===== src/hdl/pvt_pkg.sv =====
// ----------------------------------------------------------------------------
// pvt_pkg
// Widths, register indexes and shared types of the perspective vertex
// transform pipeline.
// ----------------------------------------------------------------------------
package pvt_pkg;

   localparam int COORD_FRAC_BITS = 14;
   localparam int TRIG_FRAC_BITS  = 14;
   localparam int INV_FRAC_BITS   = 16;

   localparam int CRD_W  = 16;   // vertex coordinate
   localparam int TRIG_W = 16;   // cosine / sine register
   localparam int INV_W  = 16;   // inv_focal register
   localparam int HALF_W = 13;   // half_width / half_height register
   localparam int SCR_W  = 16;   // screen coordinate
   localparam int CSR_IDX_W = 3;

   // pitch rotation products and result
   localparam int P1_W   = CRD_W + TRIG_W;
   localparam int S1_W   = P1_W + 1;
   localparam int ROT1_W = S1_W - TRIG_FRAC_BITS;
   // yaw rotation products and result
   localparam int P2_W   = ROT1_W + TRIG_W;
   localparam int S2_W   = P2_W + 1;
   localparam int ROT2_W = S2_W - TRIG_FRAC_BITS;
   // depth times reciprocal focal distance
   localparam int ZP_W   = ROT2_W + INV_W + 1;
   localparam int ZS_W   = ZP_W - INV_FRAC_BITS;
   // perspective divisor w, wide enough for the unit constant and z term
   localparam int W_W    = ((COORD_FRAC_BITS > ZS_W - 1) ? COORD_FRAC_BITS : ZS_W - 1) + 2;
   localparam int DIV_W  = W_W - 1;     // magnitude of a positive w
   localparam int SUM_W  = W_W + 1;     // v + w
   localparam int NUM_W  = SUM_W + HALF_W + 1;
   localparam int QB     = SCR_W - 1;   // quotient bits below saturation
   localparam int REM0_W = NUM_W - QB;

   localparam logic signed [W_W-1:0] W_ONE = W_W'(2 ** COORD_FRAC_BITS);
   localparam logic [SCR_W-1:0] SCR_MAX = {1'b0, {(SCR_W-1){1'b1}}};
   localparam logic [SCR_W-1:0] SCR_MIN = {1'b1, {(SCR_W-1){1'b0}}};

   typedef enum logic [CSR_IDX_W-1:0] {
      CSR_PITCH_COS   = 3'd0,
      CSR_PITCH_SIN   = 3'd1,
      CSR_YAW_COS     = 3'd2,
      CSR_YAW_SIN     = 3'd3,
      CSR_INV_FOCAL   = 3'd4,
      CSR_HALF_WIDTH  = 3'd5,
      CSR_HALF_HEIGHT = 3'd6
   } csr_index_type;

   typedef struct packed {
      logic signed [TRIG_W-1:0] pitch_cos;
      logic signed [TRIG_W-1:0] pitch_sin;
      logic signed [TRIG_W-1:0] yaw_cos;
      logic signed [TRIG_W-1:0] yaw_sin;
      logic [INV_W-1:0]         inv_focal;
      logic [HALF_W-1:0]        half_width;
      logic [HALF_W-1:0]        half_height;
   } cfg_type;

   typedef struct packed {
      logic                     valid;
      logic signed [ROT2_W-1:0] x2;
      logic signed [ROT1_W-1:0] y2;
      logic signed [ROT2_W-1:0] z2;
   } rot_type;

   typedef struct packed {
      logic                    valid;
      logic                    front;
      logic [DIV_W-1:0]        w;
      logic signed [NUM_W-1:0] num_x;
      logic signed [NUM_W-1:0] num_y;
   } div_in_type;

   typedef struct packed {
      logic             valid;
      logic             front;
      logic [SCR_W-1:0] screen_x;
      logic [SCR_W-1:0] screen_y;
   } div_out_type;

endpackage


===== src/hdl/pvt_project.sv =====
// ----------------------------------------------------------------------------
// pvt_project
// Four-stage perspective term: w from depth, then (v + w) * half size.
// ----------------------------------------------------------------------------
module pvt_project
   import pvt_pkg::*;
(
   input  logic       clock,
   input  logic       reset,
   input  logic       en,
   input  rot_type    in,
   input  cfg_type    cfg,
   output div_in_type out
);

   logic [3:0] v_ff;

   // stage 5
   logic signed [ROT2_W-1:0] x_s5_ff;
   logic signed [ROT1_W-1:0] y_s5_ff;
   logic signed [ZP_W-1:0]   zp_ff;
   // stage 6
   logic signed [ROT2_W-1:0] x_s6_ff;
   logic signed [ROT1_W-1:0] y_s6_ff;
   logic signed [W_W-1:0]    w_s6_ff;
   // stage 7
   logic signed [SUM_W-1:0]  sx_ff, sy_ff;
   logic signed [W_W-1:0]    w_s7_ff;
   logic                     front_s7_ff;
   // stage 8
   logic signed [NUM_W-1:0]  nx_ff, ny_ff;
   logic [DIV_W-1:0]         w_s8_ff;
   logic                     front_s8_ff;

   always_ff @(posedge clock) begin
      if (reset) begin
         v_ff <= '0;
      end else if (en) begin
         v_ff <= {v_ff[2:0], in.valid};
      end
   end

   always_ff @(posedge clock) begin
      if (en) begin
         x_s5_ff     <= in.x2;
         y_s5_ff     <= in.y2;
         zp_ff       <= ZP_W'(in.z2) * ZP_W'($signed({1'b0, cfg.inv_focal}));

         x_s6_ff     <= x_s5_ff;
         y_s6_ff     <= y_s5_ff;
         w_s6_ff     <= W_ONE - W_W'($signed(zp_ff[ZP_W-1:INV_FRAC_BITS]));

         sx_ff       <= SUM_W'(x_s6_ff) + SUM_W'(w_s6_ff);
         sy_ff       <= SUM_W'(y_s6_ff) + SUM_W'(w_s6_ff);
         w_s7_ff     <= w_s6_ff;
         front_s7_ff <= !w_s6_ff[W_W-1] && (w_s6_ff != '0);

         nx_ff       <= NUM_W'(sx_ff) * NUM_W'($signed({1'b0, cfg.half_width}));
         ny_ff       <= NUM_W'(sy_ff) * NUM_W'($signed({1'b0, cfg.half_height}));
         w_s8_ff     <= w_s7_ff[DIV_W-1:0];
         front_s8_ff <= front_s7_ff;
      end
   end

   assign out.valid = v_ff[3];
   assign out.front = front_s8_ff;
   assign out.w     = w_s8_ff;
   assign out.num_x = nx_ff;
   assign out.num_y = ny_ff;

endmodule


===== config.mk =====
export PLATFORM = sky130hd
export DESIGN_NAME = pvt_project
export DESIGN_NICKNAME = d
export VERILOG_FILES = /design/src/hdl/pvt_pkg.sv /design/src/hdl/pvt_project.sv
export SDC_FILE = /design/constraint.sdc
export NUM_CORES = 2
export LEC_CHECK = 0
export BUFFER_PORTS_ARGS = -buffer_cell sky130_fd_sc_hd__buf_4
export CAP_MARGIN = 20
export CELL_PAD_IN_SITES_DETAIL_PLACEMENT = 0
export CELL_PAD_IN_SITES_GLOBAL_PLACEMENT = 1
export CORE_MARGIN = 3
export CORE_UTILIZATION = 55
export CTS_BUF_LIST = sky130_fd_sc_hd__clkbuf_16
export CTS_CLUSTER_SIZE = 20
export DETAILED_ROUTE_END_ITERATION = 8
export HOLD_SLACK_MARGIN = 0.12
export MAX_ROUTING_LAYER = met4
export PLACE_DENSITY = 0.95
export SLEW_MARGIN = 40
export SYNTH_ARGS = -nofsm -noshare
export SYNTH_HDL_FRONTEND = slang
export SYNTH_SLANG_ARGS = --single-unit

===== constraint.sdc =====
create_clock -name clock -period 15 [get_ports clock]
set_clock_uncertainty 0.15 [all_clocks]
set_input_delay 0.75 -clock clock [delete_from_list [all_inputs] [get_ports clock]]
set_output_delay 0.75 -clock clock [all_outputs]
set_load 0.005 [all_outputs]

; Yosys cells after proc, flatten, opt, wreduce, memory -nomap -nowiden
; Index checks and enable logic that the tools add are counted.
; W data, S select, Z words.
[totals]
regBits = 325
in_bits = 173
out_inout_bits = 103
wordCells = 24
[op_classes]
add_sub_neg = 3
multipliers = 3
reduce_logical = 3
[ops]
columns = cell, count
row1 = $mul A25 B14 Y39, 2
row2 = $mul A22 B17 Y39, 1
row3 = $add A19 B24 Y25, 1
row4 = $add A22 B24 Y25, 1
row5 = $reduce_bool A24 Y1, 1
row6 = $sub A16 B23 Y24 const A, 1
row7 = $logic_and A1 B1 Y1, 1
row8 = $logic_not A1 Y1, 1

; Logic depth before layout (Yosys ltp)
[depth]
word_depth = 2
mapped_depth = 26
mapped_depth_nobuf = 25

; Worst setup path after synthesis
; Ideal clock, no wire load.
[synth_timing]
path_type = in2reg
from = input in[7] (netlist bit)
to = register zp_ff[28] (data pin)
setup_ns = 0.259
arrival_ns = 6.352
required_ns = 14.591
path_slack_ns = 8.239
stages = 23
n_path_buf = 1
path_cell_list = clkbuf_1 > nand2_1 > fa_1 > inv_1 > fa_1 > inv_1 > fa_1 > inv_1 > fa_1 > fa_1 > inv_1 > fa_1 > inv_1 > ha_1 > a21o_1 > a21o_1 > a211oi_1 > o221ai_1 > o21a_1 > o21a_1 > o21a_1 > o21a_1 > o31a_1
[synth_between]
elab_chain_len = 1
[synth_rtl]
columns = item, line_no
row1 = "start, declared", pvt_project.sv:11  ; input rot_type in,
row2 = $mul A22 B17 Y39, pvt_project.sv:47  ; zp_ff <= ZP_W'(in.z2) * ZP_W'($signed({1'b0, cfg.inv_focal}));
row3 = "end signal, assigned", pvt_project.sv:47
row4 = "end, declared", pvt_project.sv:21  ; logic signed [ZP_W-1:0] zp_ff;
; No other way between the ends.
; A chain may end at the register's enable or synchronous reset.

; Worst setup path in the final report
[layout_timing]
from = register sy_ff[11]
to = register ny_ff[37] (data pin)
[layout_between]
elab_chain_len = 1
[layout_rtl]
columns = item, line_no
row1 = "start, declared", pvt_project.sv:27  ; logic signed [SUM_W-1:0] sx_ff, sy_ff;
row2 = "start signal, assigned", pvt_project.sv:54  ; sy_ff <= SUM_W'(y_s6_ff) + SUM_W'(w_s6_ff);
row3 = $mul A25 B14 Y39, pvt_project.sv:59  ; ny_ff <= NUM_W'(sy_ff) * NUM_W'($signed({1'b0, cfg.half_height}));
row4 = "end signal, assigned", pvt_project.sv:59
row5 = "end, declared", pvt_project.sv:31  ; logic signed [NUM_W-1:0] nx_ff, ny_ff;
; No other way between the ends.

==> results.py <==
metrics = {
    "logic_synthesis": {
        "synth_top_flop_cell": "edfxtp_1",
        "synth_xor_area_share_pct": 3.07,
        "yosys_warnings": 0,
        "yosys.cell_types.count": 64,
        "async_flop_share_pct": 0,
        "synth_top_family_by_area": "adder cells",
        "synth_fp_nets": 6160,
        "synth_edf_count": 305,
        "synthMuxAreaShare_pct": 0.127,
        "synth_top_area_cell": "fa_1",
        "ys_seq_elements": 309,
        "synth.area.top_cells": "fa_1 (40%), edfxtp_1 (19%), inv_1 (9.0%)",
        "synthCells": 4708,
        "synthAdderAreaFrac_pct": 48.8,
        "yosys.area_share.simple_pct": 13.2,
        "synth_top_area_share_pct": 40.1,
        "avgSynthCellArea_sq_um": 10.1,
        "synth_compound_gate_area_share_pct": 4.97,
        "synth_area_sq_um": 47400,
        "seq_area_frac_synth_pct": 19.5,
    },
    "clock_network": {
        "cts_tree": "yes",
        "clk_pin_slew_ns": 0.06,
        "hold_buffers": 0,
        "cts_root_buffer": "clkbuf_16",
        "numCtsBuffers": 36,
        "cts_htree_levels": 2,
        "clkSinkCount": 309,
        "postCtsSetupBuffers": 0,
        "clkLatencyLatePin_ns": 0.56,
        "clock_path_buffers": 3,
        "post_cts_resized": 0,
    },
    "global_routing": {
        "overflow": 0,
        "use_met2_pct": 40.6,
        "grt_use_met1_pct": 33.8,
        "grt_pass1_vias": 34200,
        "gr-max-usage-layer": "met2",
        "grtUsageMet3_pct": 4.32,
        "grt_pass1_wl_um": 175000,
        "grt_max_degree": 97,
        "grt_util_all_layers_pct": 25.3,
        "antenna_found_initial": 1,
    },
    "timing": {
        "setup_viol": 0,
        "worst_hold_slack_ns": 0.209,
        "post-route-period-util_pct": 48.8,
        "hold_viol_final": 0,
        "rsz0062_at_grt": "no",
        "period_minus_slack_ns": 7.32,
        "fmax_mhz": 137,
        "worst_pin_slew_ns": 0.817,
        "drv_slew": 0,
        "slew_headroom_pct": 45.5,
        "tns_ns": 0,
    },
    "setup_path": {
        "start_kind": "flip-flop",
        "reg2reg_slack_ns": 7.68,
        "startpoint": "sy_ff[11]",
        "cp-end-kind": "flip-flop",
        "r2r_start": "sy_ff[11]",
        "path_class": "reg2reg",
        "critPathMaxFanout": 13,
        "arrival_ns": 7.46,
        "cp.required_ns": 15.14,
    },
    "floorplanning": {
        "dieArea_sq_um": 89800,
        "die_x_um": 300,
        "initial_core_util_pct": 55.6,
        "num_io_pins": 276,
        "core_sq_um": 85300,
        "die_h_um": 300,
        "rows": 107,
    },
    "finish": {
        "final_common_cell": "inv_1",
        "syn_to_final_growth_pct": 7.55,
        "fin_nets": 6254,
        "drive_gt1_share_pct": 5.84,
        "final_cell_mix": "inv_1 (1,144), fa_1 (951), nand2_1 (603)",
        "diodes": 0,
        "filler_cell_count": 7084,
    },
    "placed_design": {
        "io_buffer_count": 211,
        "dp_hpwl_um": 83100,
        "gp_congestion": 0.879,
    },
    "routing": {
        "drc": 0,
        "avgViaCountPerCell": 5.33,
        "via_count": 31800,
        "wirelength_um": 105000,
        "dr.pass1.iters": 5,
        "dr.first_iter.drc_count": 1906,
        "wl_per_cell_um": 17.6,
        "drtAntennaViolNets": 0,
    },
    "run": {
        "max-cap-violations": 0,
    },
    "worst_hold_path": {
        "min_from": "in[43]",
        "hold_path_class": "in2reg",
    },
    "run_status": {
        "status": "finished clean",
    },
}
worst paths after layout:
path	to	cells after the start
hold reg to reg	w_s8_ff[18]	0
hold / removal	x_s5_ff[2]	1
setup reg to reg	ny_ff[37]	21
setup / recovery	ny_ff[37]	21
routing by layer:
layer  wire length (um)  part of all wire, %
met1              44600                   42
met2              50000                   47
met4               2970                  2.8
met5                  0                    0
met3               7720                  7.3
per-stage QoR:
step                      worst slack (ns)  cell area, sq um  std cells  utilization (%)
final                                 7.68             51000       5972             59.8
after global routing                  7.31             51000       5972             59.8
after CTS                             7.70             51000       5972             59.8
after detailed placement              7.51             49900       5908             58.5
after global placement                7.61             49900       5908             58.5
after floorplan                       8.24             47400       4708                -
sequential cells by signal, summed over array words and instances, names as in the netlist, 23 cells and up:
name	flops
w_s8_ff	23
nx_ff	39
w_s6_ff	24
sy_ff	25
w_s7_ff	23
ny_ff	39
zp_ff	23
sx_ff	25
synth_stat cells, types with 21 or more instances:
cell,number
a21o_1,67
a21oi_1,113
and2_1,454
clkbuf_1,158
edfxtp_1,305
fa_1,951
ha_1,328
inv_1,1140
nand2_1,603
nand3_1,21
nor2_1,80
nor3_1,31
o21a_1,22
o21ai_0,56
o21bai_1,22
xnor2_1,119
xor2_1,47
cells by family (layout without fill, tap and decap cells):
kind of cell | after synthesis | after routing
mux | 6 | 6
simple gates | 1283 | 1283
flops | 309 | 309
compound gates | 364 | 364
xor+xnor | 166 | 166
fa+ha+maj | 1279 | 1279
buf+inv | 1301 | 1421
cell type report:
class	instances	area [sq um]	area share [%]
clock inverters	28	218	0.427
well taps	1144	1430	2.81
flip-flops and latches	309	9240	18.1
multi-input cells	3098	33300	65.3
inverters	1140	4280	8.39
repair buffers	217	1640	3.22
clock buffers	36	901	1.77
critical path, stage by stage, from the launching register on:
cell and delay, ns:
edfxtp_1 0.66, and2_1 0.30, fa_1 0.53, inv_1 0.05, fa_1 0.47, inv_1 0.05, fa_1 0.51, fa_1 0.47
fa_1 0.52, inv_1 0.05, fa_1 0.48, inv_1 0.05, ha_1 0.34, a21oi_1 0.34, o211ai_1 0.25, a211oi_1 0.34
o211a_1 0.26, o31ai_1 0.15, o21ai_0 0.56, o211ai_1 0.17, a21oi_1 0.23, xnor2_1 0.09
Power is not shown: default switching activity piles up to over one toggle a cycle in this logic, so the estimate is an artifact.
