## src/hdl/pvt_pkg.sv

```systemverilog
// ----------------------------------------------------------------------------
// pvt_pkg
// Widths, register indexes and shared types of the perspective vertex
// transform pipeline.
// ----------------------------------------------------------------------------
package pvt_pkg;

   localparam int COORD_FRAC_BITS = 14;
   localparam int TRIG_FRAC_BITS  = 14;
   localparam int INV_FRAC_BITS   = 16;

   localparam int CRD_W  = 16;   // vertex coordinate
   localparam int TRIG_W = 16;   // cosine / sine register
   localparam int INV_W  = 16;   // inv_focal register
   localparam int HALF_W = 13;   // half_width / half_height register
   localparam int SCR_W  = 16;   // screen coordinate
   localparam int CSR_IDX_W = 3;

   // pitch rotation products and result
   localparam int P1_W   = CRD_W + TRIG_W;
   localparam int S1_W   = P1_W + 1;
   localparam int ROT1_W = S1_W - TRIG_FRAC_BITS;
   // yaw rotation products and result
   localparam int P2_W   = ROT1_W + TRIG_W;
   localparam int S2_W   = P2_W + 1;
   localparam int ROT2_W = S2_W - TRIG_FRAC_BITS;
   // depth times reciprocal focal distance
   localparam int ZP_W   = ROT2_W + INV_W + 1;
   localparam int ZS_W   = ZP_W - INV_FRAC_BITS;
   // perspective divisor w, wide enough for the unit constant and z term
   localparam int W_W    = ((COORD_FRAC_BITS > ZS_W - 1) ? COORD_FRAC_BITS : ZS_W - 1) + 2;
   localparam int DIV_W  = W_W - 1;     // magnitude of a positive w
   localparam int SUM_W  = W_W + 1;     // v + w
   localparam int NUM_W  = SUM_W + HALF_W + 1;
   localparam int QB     = SCR_W - 1;   // quotient bits below saturation
   localparam int REM0_W = NUM_W - QB;

   localparam logic signed [W_W-1:0] W_ONE = W_W'(2 ** COORD_FRAC_BITS);
   localparam logic [SCR_W-1:0] SCR_MAX = {1'b0, {(SCR_W-1){1'b1}}};
   localparam logic [SCR_W-1:0] SCR_MIN = {1'b1, {(SCR_W-1){1'b0}}};

   typedef enum logic [CSR_IDX_W-1:0] {
      CSR_PITCH_COS   = 3'd0,
      CSR_PITCH_SIN   = 3'd1,
      CSR_YAW_COS     = 3'd2,
      CSR_YAW_SIN     = 3'd3,
      CSR_INV_FOCAL   = 3'd4,
      CSR_HALF_WIDTH  = 3'd5,
      CSR_HALF_HEIGHT = 3'd6
   } csr_index_type;

   typedef struct packed {
      logic signed [TRIG_W-1:0] pitch_cos;
      logic signed [TRIG_W-1:0] pitch_sin;
      logic signed [TRIG_W-1:0] yaw_cos;
      logic signed [TRIG_W-1:0] yaw_sin;
      logic [INV_W-1:0]         inv_focal;
      logic [HALF_W-1:0]        half_width;
      logic [HALF_W-1:0]        half_height;
   } cfg_type;

   typedef struct packed {
      logic                     valid;
      logic signed [ROT2_W-1:0] x2;
      logic signed [ROT1_W-1:0] y2;
      logic signed [ROT2_W-1:0] z2;
   } rot_type;

   typedef struct packed {
      logic                    valid;
      logic                    front;
      logic [DIV_W-1:0]        w;
      logic signed [NUM_W-1:0] num_x;
      logic signed [NUM_W-1:0] num_y;
   } div_in_type;

   typedef struct packed {
      logic             valid;
      logic             front;
      logic [SCR_W-1:0] screen_x;
      logic [SCR_W-1:0] screen_y;
   } div_out_type;

endpackage

```

## src/hdl/pvt_divide.sv

```systemverilog
// ----------------------------------------------------------------------------
// pvt_divide
// Pipelined restoring divider for both screen axes, one quotient bit per
// stage, with saturation and the final output register.
// ----------------------------------------------------------------------------
module pvt_divide
   import pvt_pkg::*;
(
   input  logic        clock,
   input  logic        reset,
   input  logic        en,
   input  div_in_type  in,
   output div_out_type out
);

   localparam int LANES = 2;
   localparam int DEPTH = QB + 3;   // abs, init, QB steps, output

   logic [DEPTH-1:0] v_ff;

   // abs stage
   logic [NUM_W-1:0] mag_ff  [LANES];
   logic             neg_a_ff [LANES];
   logic [DIV_W-1:0] w_a_ff;
   logic             front_a_ff;
   logic signed [NUM_W-1:0] num_in [LANES];

   // step stages, index 0 holds the initial remainder
   logic [DIV_W-1:0] rem_ff  [QB+1][LANES];
   logic [QB-1:0]    low_ff  [QB+1][LANES];
   logic [QB-1:0]    q_ff    [QB+1][LANES];
   logic             neg_ff  [QB+1][LANES];
   logic             ovf_ff  [QB+1][LANES];
   logic [DIV_W-1:0] w_ff    [QB+1];
   logic             front_ff[QB+1];

   logic [DIV_W:0]   trial   [1:QB][LANES];
   logic             take    [1:QB][LANES];
   logic [DIV_W-1:0] rem_in  [1:QB][LANES];

   logic [SCR_W-1:0] res_in  [LANES];
   logic [SCR_W-1:0] res_ff  [LANES];
   logic             front_o_ff;

   assign num_in[0] = in.num_x;
   assign num_in[1] = in.num_y;

   always_ff @(posedge clock) begin
      if (reset) begin
         v_ff <= '0;
      end else if (en) begin
         v_ff <= {v_ff[DEPTH-2:0], in.valid};
      end
   end

   always_comb begin
      for (int s = 1; s <= QB; s++) begin
         for (int l = 0; l < LANES; l++) begin
            trial[s][l]  = {rem_ff[s-1][l], low_ff[s-1][l][QB-1]};
            take[s][l]   = trial[s][l] >= {1'b0, w_ff[s-1]};
            rem_in[s][l] = take[s][l] ? DIV_W'(trial[s][l] - {1'b0, w_ff[s-1]})
                                      : trial[s][l][DIV_W-1:0];
         end
      end
   end

   always_comb begin
      for (int l = 0; l < LANES; l++) begin
         if (!front_ff[QB]) begin
            res_in[l] = '0;
         end else if (ovf_ff[QB][l]) begin
            res_in[l] = neg_ff[QB][l] ? SCR_MIN : SCR_MAX;
         end else if (neg_ff[QB][l]) begin
            res_in[l] = SCR_W'(-{1'b0, q_ff[QB][l]});
         end else begin
            res_in[l] = {1'b0, q_ff[QB][l]};
         end
      end
   end

   always_ff @(posedge clock) begin
      if (en) begin
         w_a_ff     <= in.w;
         front_a_ff <= in.front;
         for (int l = 0; l < LANES; l++) begin
            neg_a_ff[l] <= num_in[l][NUM_W-1];
            mag_ff[l]   <= num_in[l][NUM_W-1] ? NUM_W'(-num_in[l]) : NUM_W'(num_in[l]);
         end

         // quotient at or above full scale saturates; otherwise the top part
         // of the magnitude is already below w
         w_ff[0]     <= w_a_ff;
         front_ff[0] <= front_a_ff;
         for (int l = 0; l < LANES; l++) begin
            ovf_ff[0][l] <= mag_ff[l] >= NUM_W'({w_a_ff, {QB{1'b0}}});
            neg_ff[0][l] <= neg_a_ff[l];
            rem_ff[0][l] <= DIV_W'(mag_ff[l][NUM_W-1:QB]);
            low_ff[0][l] <= mag_ff[l][QB-1:0];
            q_ff[0][l]   <= '0;
         end

         for (int s = 1; s <= QB; s++) begin
            w_ff[s]     <= w_ff[s-1];
            front_ff[s] <= front_ff[s-1];
            for (int l = 0; l < LANES; l++) begin
               ovf_ff[s][l] <= ovf_ff[s-1][l];
               neg_ff[s][l] <= neg_ff[s-1][l];
               rem_ff[s][l] <= rem_in[s][l];
               low_ff[s][l] <= {low_ff[s-1][l][QB-2:0], 1'b0};
               q_ff[s][l]   <= {q_ff[s-1][l][QB-2:0], take[s][l]};
            end
         end

         front_o_ff <= front_ff[QB];
         for (int l = 0; l < LANES; l++) begin
            res_ff[l] <= res_in[l];
         end
      end
   end

   assign out.valid    = v_ff[DEPTH-1];
   assign out.front    = front_o_ff;
   assign out.screen_x = res_ff[0];
   assign out.screen_y = res_ff[1];

endmodule

```

## config.mk

```make
export PLATFORM = sky130hd
export DESIGN_NAME = pvt_divide
export DESIGN_NICKNAME = d
export VERILOG_FILES = /design/src/hdl/pvt_pkg.sv /design/src/hdl/pvt_divide.sv
export SDC_FILE = /design/constraint.sdc
export NUM_CORES = 2
export LEC_CHECK = 0
export BUFFER_PORTS_ARGS = -buffer_cell sky130_fd_sc_hd__buf_2
export CAP_MARGIN = 30
export CELL_PAD_IN_SITES_DETAIL_PLACEMENT = 1
export CELL_PAD_IN_SITES_GLOBAL_PLACEMENT = 1
export CORE_MARGIN = 3
export CORE_UTILIZATION = 45
export CTS_BUF_LIST = sky130_fd_sc_hd__clkbuf_2 sky130_fd_sc_hd__clkbuf_4 sky130_fd_sc_hd__clkbuf_8
export DETAILED_ROUTE_END_ITERATION = 10
export PLACE_DENSITY = 0.71
export SYNTH_ARGS = -nofsm -noshare
export SYNTH_HDL_FRONTEND = slang
export SYNTH_SLANG_ARGS = --single-unit
```

## constraint.sdc

```tcl
create_clock -name clock -period 4.86 [get_ports clock]
set_input_delay 0.972 -clock clock [delete_from_list [all_inputs] [get_ports clock]]
set_output_delay 0.972 -clock clock [all_outputs]
set_load 0.1 [all_outputs]
```

# Word level (Yosys, flattened, before mapping)
# Memories as Yosys holds them, arrays and structs flattened.
# Index checks and enable logic that the tools add are counted.
[totals]
reg_bits = 43
ram_bits = 2256
output_inout_bits = 34
wordCells = 122
memories = 10
[mem_list]
columns = ["memory", "depth", "word_bits", "rd", "rd_clocked_by_memory_dff", "wr", "line", "source"]
rows = [
  ["rem_ff", 16, 46, 15, 0, 16, "pvt_divide.sv:29", "logic [DIV_W-1:0] rem_ff [QB+1][LANES];"],
  ["low_ff", 16, 30, 15, 0, 16, "pvt_divide.sv:30", "logic [QB-1:0] low_ff [QB+1][LANES];"],
  ["q_ff", 16, 30, 16, 0, 16, "pvt_divide.sv:31", "logic [QB-1:0] q_ff [QB+1][LANES];"],
  ["w_ff", 16, 23, 15, 0, 16, "pvt_divide.sv:34", "logic [DIV_W-1:0] w_ff [QB+1];"],
  ["mag_ff", 2, 39, 2, 0, 2, "pvt_divide.sv:22", "logic [NUM_W-1:0] mag_ff [LANES];"],
  ["neg_ff", 16, 2, 16, 0, 16, "pvt_divide.sv:32", "logic neg_ff [QB+1][LANES];"],
  ["+4 memories", "--", "--", "--", "--", "--", "--", ""],
]
[classes]
n_addsub = 34
magnitude_cmp = 32
muxes = 42
[op_table]
columns = ["cell", "n"]
rows = [
  ["greater-or-equal comparator 24 x 23 -> 1 bit", 30],
  ["two-way mux 23 bit", 30],
  ["subtractor 23 bit", 30],
  ["two-way mux 16 bit", 8],
  ["greater-or-equal comparator 39 x 38 -> 1 bit", 2],
  ["two-way mux 39 bit", 2],
  ["negation 39 bit", 2],
  ["negation 15 -> 16 bit", 2],
  ["two-way mux 1 bit", 2],
]

# Longest topological paths before layout
[depth]
ltp_word = 4
depth_mapped = 14

# Worst setup path before layout
# No wires, ideal clock.
[synth_timing]
path_kind = "input to register"
start = "in in[8] in the netlist's numbering"
end = "mem mag_ff[0][76] in the netlist's numbering, data pin"
arrival_ps = 3620
slack_ps = 983
cell_stages = 9
path_cell_list = "or4_4 or3_4 or3_4 nand2b_4 nand2b_4 or4_4 or4_4 o21ai_2 xnor2_1"
[synth_lines]
columns = ["element", "line", "source"]
rows = [
  ["start: declaration", "pvt_divide.sv:12", "input div_in_type in,"],
  ["end: declaration", "pvt_divide.sv:22", ""],
]

==> load_flow_metrics.sql <==
INSERT INTO impl_metrics (metric_group, metric, value, unit) VALUES
('synth', 'post_synthesis_share_of_cell_area_spent_on_xor_and_xnor_gates', '0.0543', ''),
('cts', 'cts.sinks', '1750', ''),
('synth', 'synthTopCellsByArea', 'sky130_fd_sc_hd__edfxtp_1 (54%), sky130_fd_sc_hd__ha_1 (9.6%), sky130_fd_sc_hd__xnor2_1 (3.6%)', ''),
('cts', 'cts-root-to-sink-buffers', '4', ''),
('drt', 'vias_per_cell', '5.69', ''),
('pwr', 'power_leakage', '0.0425', 'uW'),
('synth', 'synth_flop_cell', 'sky130_fd_sc_hd__edfxtp_1', ''),
('synth', 'post_synth_mux_area_share', '0.0389', ''),
('placement', 'buffer_ports.inserted', '139', ''),
('grt', 'first_global_vias', '68500', ''),
('synth', 'main_combinational_cell_family_by_area_after_synthesis', 'compound AO/OA/AOI/OAI gates', ''),
('floorplanning', 'top_level_ports', '140', ''),
('drt', 'detailedRoute.firstPassIterationCount', '6', ''),
('sta', 'slew-limit-headroom', '0.340', ''),
('worst_setup_path', 'required', '5590', 'ps'),
('sta', 'worst-slew-pin-transition', '989', 'ps'),
('worst_setup_path', 'cp-end-kind', 'flip-flop', ''),
('run', 'cap_viol_max_count', '0', ''),
('synth', 'synth-async-reset-ratio', '0', ''),
('synth', 'synthAdderAreaFrac', '0.102', ''),
('finish', 'post_route_cells_drive_above_1_share', '0.125', ''),
('synth', 'post_synth_instance_area', '96000', 'um^2'),
('cts', 'cts_inserted_buffers', '322', ''),
('synth', 'synth_compound_gate_area_share', '0.136', ''),
('cts', 'clock_tree.htree_level_count', '5', ''),
('synth', 'synth.net_count', '8993', ''),
('pwr', 'post-layout-total-power', '69700', 'uW'),
('synth', 'syn_inst', '8119', ''),
('floorplanning', 'std_cell_rows', '168', ''),
('grt', 'wire_length_of_the_first_global_routing_pass', '413000', 'um'),
('grt', 'gr-total-overflow', '0', ''),
('sta', 'rsz0062_at_grt', 'false', ''),
('worst_setup_path', 'critPathLaunchType', 'flip-flop', ''),
('cts', 'clkLatencyLatePin', '1070', 'ps'),
('drt', 'drc', '0', ''),
('sta', 'report.final.setup_viol', '0', ''),
('worst_setup_path', 'setup_slack_of_the_most_critical_reg_to_reg_path', '480', 'ps'),
('sta', 'timing.final.crit_share', '0.901', ''),
('synth', 'synth_enable_flop_cells', '1732', ''),
('synth', 'synthSimpleGateAreaFrac', '0.0948', ''),
('sta', 'fin_worst_skew', '101', 'ps'),
('finish', 'mostFrequentLayoutCell', 'sky130_fd_sc_hd__edfxtp_1', ''),
('floorplanning', 'design.die.area', '219000', 'um^2'),
('worst_setup_path', 'critical_path_class', 'reg -> reg', ''),
('synth', 'synth-seq-cells', '1750', ''),
('grt', 'largest_net_degree_at_the_start_of_global_routing', '122', ''),
('sta', 'final-hold-violation-count', '0', ''),
('sta', 'final.setup.tns', '0', 'ps'),
('synth', 'yosys.area.top_type_share', '0.542', ''),
('sta', 'slew_violations', '0', ''),
('finish', 'layout.cells.most_common_list', 'sky130_fd_sc_hd__edfxtp_1 (1732), sky130_fd_sc_hd__ha_1 (740), sky130_fd_sc_hd__a21oi_1 (615), sky130_fd_sc_hd__nor2_1 (589), sky130_fd_sc_hd__inv_1 (562)', ''),
('worst_setup_path', 'crit_path_max_fanout', '24', ''),
('sta', 'fmaxAchievable', '228', 'MHz'),
('cts', 'clkTransAtPathRegs', '60', 'ps'),
('drt', 'drt_wl_total', '272000', 'um'),
('synth', 'yosys_warnings', '0', ''),
('grt', 'globalRouteTotalUtil', '0.245', ''),
('worst_setup_path', 'worst_ep_arrival_time', '5100', 'ps'),
('placement', 'place.gp.congestion', '0.904', ''),
('cts', 'root_buffer', 'sky130_fd_sc_hd__clkbuf_8', ''),
('synth', 'syn_avg_cell_area', '11.8', 'um^2'),
('drt', 'route.detailed.wl_per_inst', '23.4', 'um'),
('floorplanning', 'die_w', '468', 'um'),
('drt', 'via_count', '65900', ''),
('grt', 'number_of_antenna_violations_at_the_first_check_in_global_routing', '13', ''),
('synth', 'yosysSeqAreaShare', '0.546', ''),
('synth', 'post-synth-top-area-cell', 'sky130_fd_sc_hd__edfxtp_1', ''),
('drt', 'postRouteAntennaNets', '0', ''),
('worst_hold_path', 'min_path_type', 'in -> reg', ''),
('run_status', 'status', 'finished, final reports clean', ''),
('placement', 'post-dp-hpwl', '211000', 'um');
[repair_timing]
action	CTS	global route
hold endpoints to repair	2	0
resized for setup	0	0
hold buffers	2	0
[cells by family after synthesis]
kind of cell | after synthesis
compound gates | 2051
xor+xnor | 595
fa+ha+maj | 768
buf+inv | 721
flops | 1750
mux | 336
simple gates | 1898
[critical path, stage by stage (launching register included)]
cell	delay (ps)
sky130_fd_sc_hd__edfxtp_1	430
sky130_fd_sc_hd__ha_1	260
sky130_fd_sc_hd__fa_1	420
sky130_fd_sc_hd__inv_1	90
sky130_fd_sc_hd__a21o_1	140
sky130_fd_sc_hd__a41o_1	230
sky130_fd_sc_hd__o41ai_2	80
sky130_fd_sc_hd__buf_4	170
sky130_fd_sc_hd__o311ai_0	590
sky130_fd_sc_hd__o41a_1	400
sky130_fd_sc_hd__nor4bb_1	140
sky130_fd_sc_hd__a311oi_4	290
sky130_fd_sc_hd__buf_4	380
sky130_fd_sc_hd__mux2_2	380
[synth_stat cells (36+ instances only)]
library cell               number
sky130_fd_sc_hd__a211oi_1      47
sky130_fd_sc_hd__o31a_1        36
sky130_fd_sc_hd__o21bai_1      73
sky130_fd_sc_hd__a21oi_1      616
sky130_fd_sc_hd__nand2b_1      75
sky130_fd_sc_hd__inv_1        562
sky130_fd_sc_hd__mux2_2       283
sky130_fd_sc_hd__nand3_1      137
sky130_fd_sc_hd__nand2_1      492
sky130_fd_sc_hd__nor2_1       590
sky130_fd_sc_hd__mux2i_1       44
sky130_fd_sc_hd__nand4_1       96
sky130_fd_sc_hd__and3_1        55
sky130_fd_sc_hd__and2_1        45
sky130_fd_sc_hd__o21a_1        91
sky130_fd_sc_hd__xnor2_1      395
sky130_fd_sc_hd__nor2b_1      105
sky130_fd_sc_hd__or3_1         39
sky130_fd_sc_hd__edfxtp_1    1732
sky130_fd_sc_hd__clkbuf_1     143
sky130_fd_sc_hd__o41ai_1       38
sky130_fd_sc_hd__o21ai_0      460
sky130_fd_sc_hd__o31ai_1       74
sky130_fd_sc_hd__a31oi_1       69
sky130_fd_sc_hd__nor3_1       110
sky130_fd_sc_hd__a21o_1       299
sky130_fd_sc_hd__xor2_1       200
sky130_fd_sc_hd__ha_1         740
[flip-flops by register name, summed over array words and instances (netlist names)]
register    flops
rem_ff        690
w_ff          345
low_ff        240
q_ff          240
mag_ff         78
neg_ff         32
ovf_ff         32
res_ff         32
w_a_ff         23
v_ff           18
front_ff       16
neg_a_ff        2
front_a_ff      1
front_o_ff      1
[routing by layer]
layer	share of wire	global-route usage	routed length, um	vias up
met4	0.035	0.0831	9390	6
met5	0.00014	0	38	-
li1	-	-	-	31300
met1	0.44	0.324	121000	32900
met3	0.040	0.0336	10900	468
met2	0.48	0.413	131000	1356
[through the flow]
step	setup slack, ps	util	cell area (um^2)	std cells	hold WS (ps)
floorplan	983	-	96000	8119	400
global placement	748	0.478	101000	11000	401
detailed placement	634	0.478	101000	11000	405
CTS	497	0.507	107000	11600	3.98
global route	210	0.508	107000	11600	31.4
finish	482	0.508	107000	11600	114
[where the power goes]
part           switching, uW  internal [uW]
sequential              2890          22100
clock                   6240           7560
combinational          17700          13200
[cell type report]
type / count / area (um^2)
Multi-Input combinational cell: 5648 / 41100
Fill cell: 22100 / 104000
Antenna cell: 18 / 45.0
Clock buffer: 408 / 5110
Inverter: 562 / 2110
Timing Repair Buffer: 251 / 1770
Sequential cell: 1750 / 52400
Tap cell: 2805 / 3510
Clock inverter: 146 / 993
[final timing paths]
kind,endpoint,start,cells after the start
max,rem_ff[1][102],w_ff[1][23],13
min,w_a_ff[22],in[100],1
max reg2reg,rem_ff[1][102],w_ff[1][23],13
min reg2reg,ovf_ff[0][15],ovf_ff[0][13],0
No activity file was read; power rests on OpenSTA's default activity.
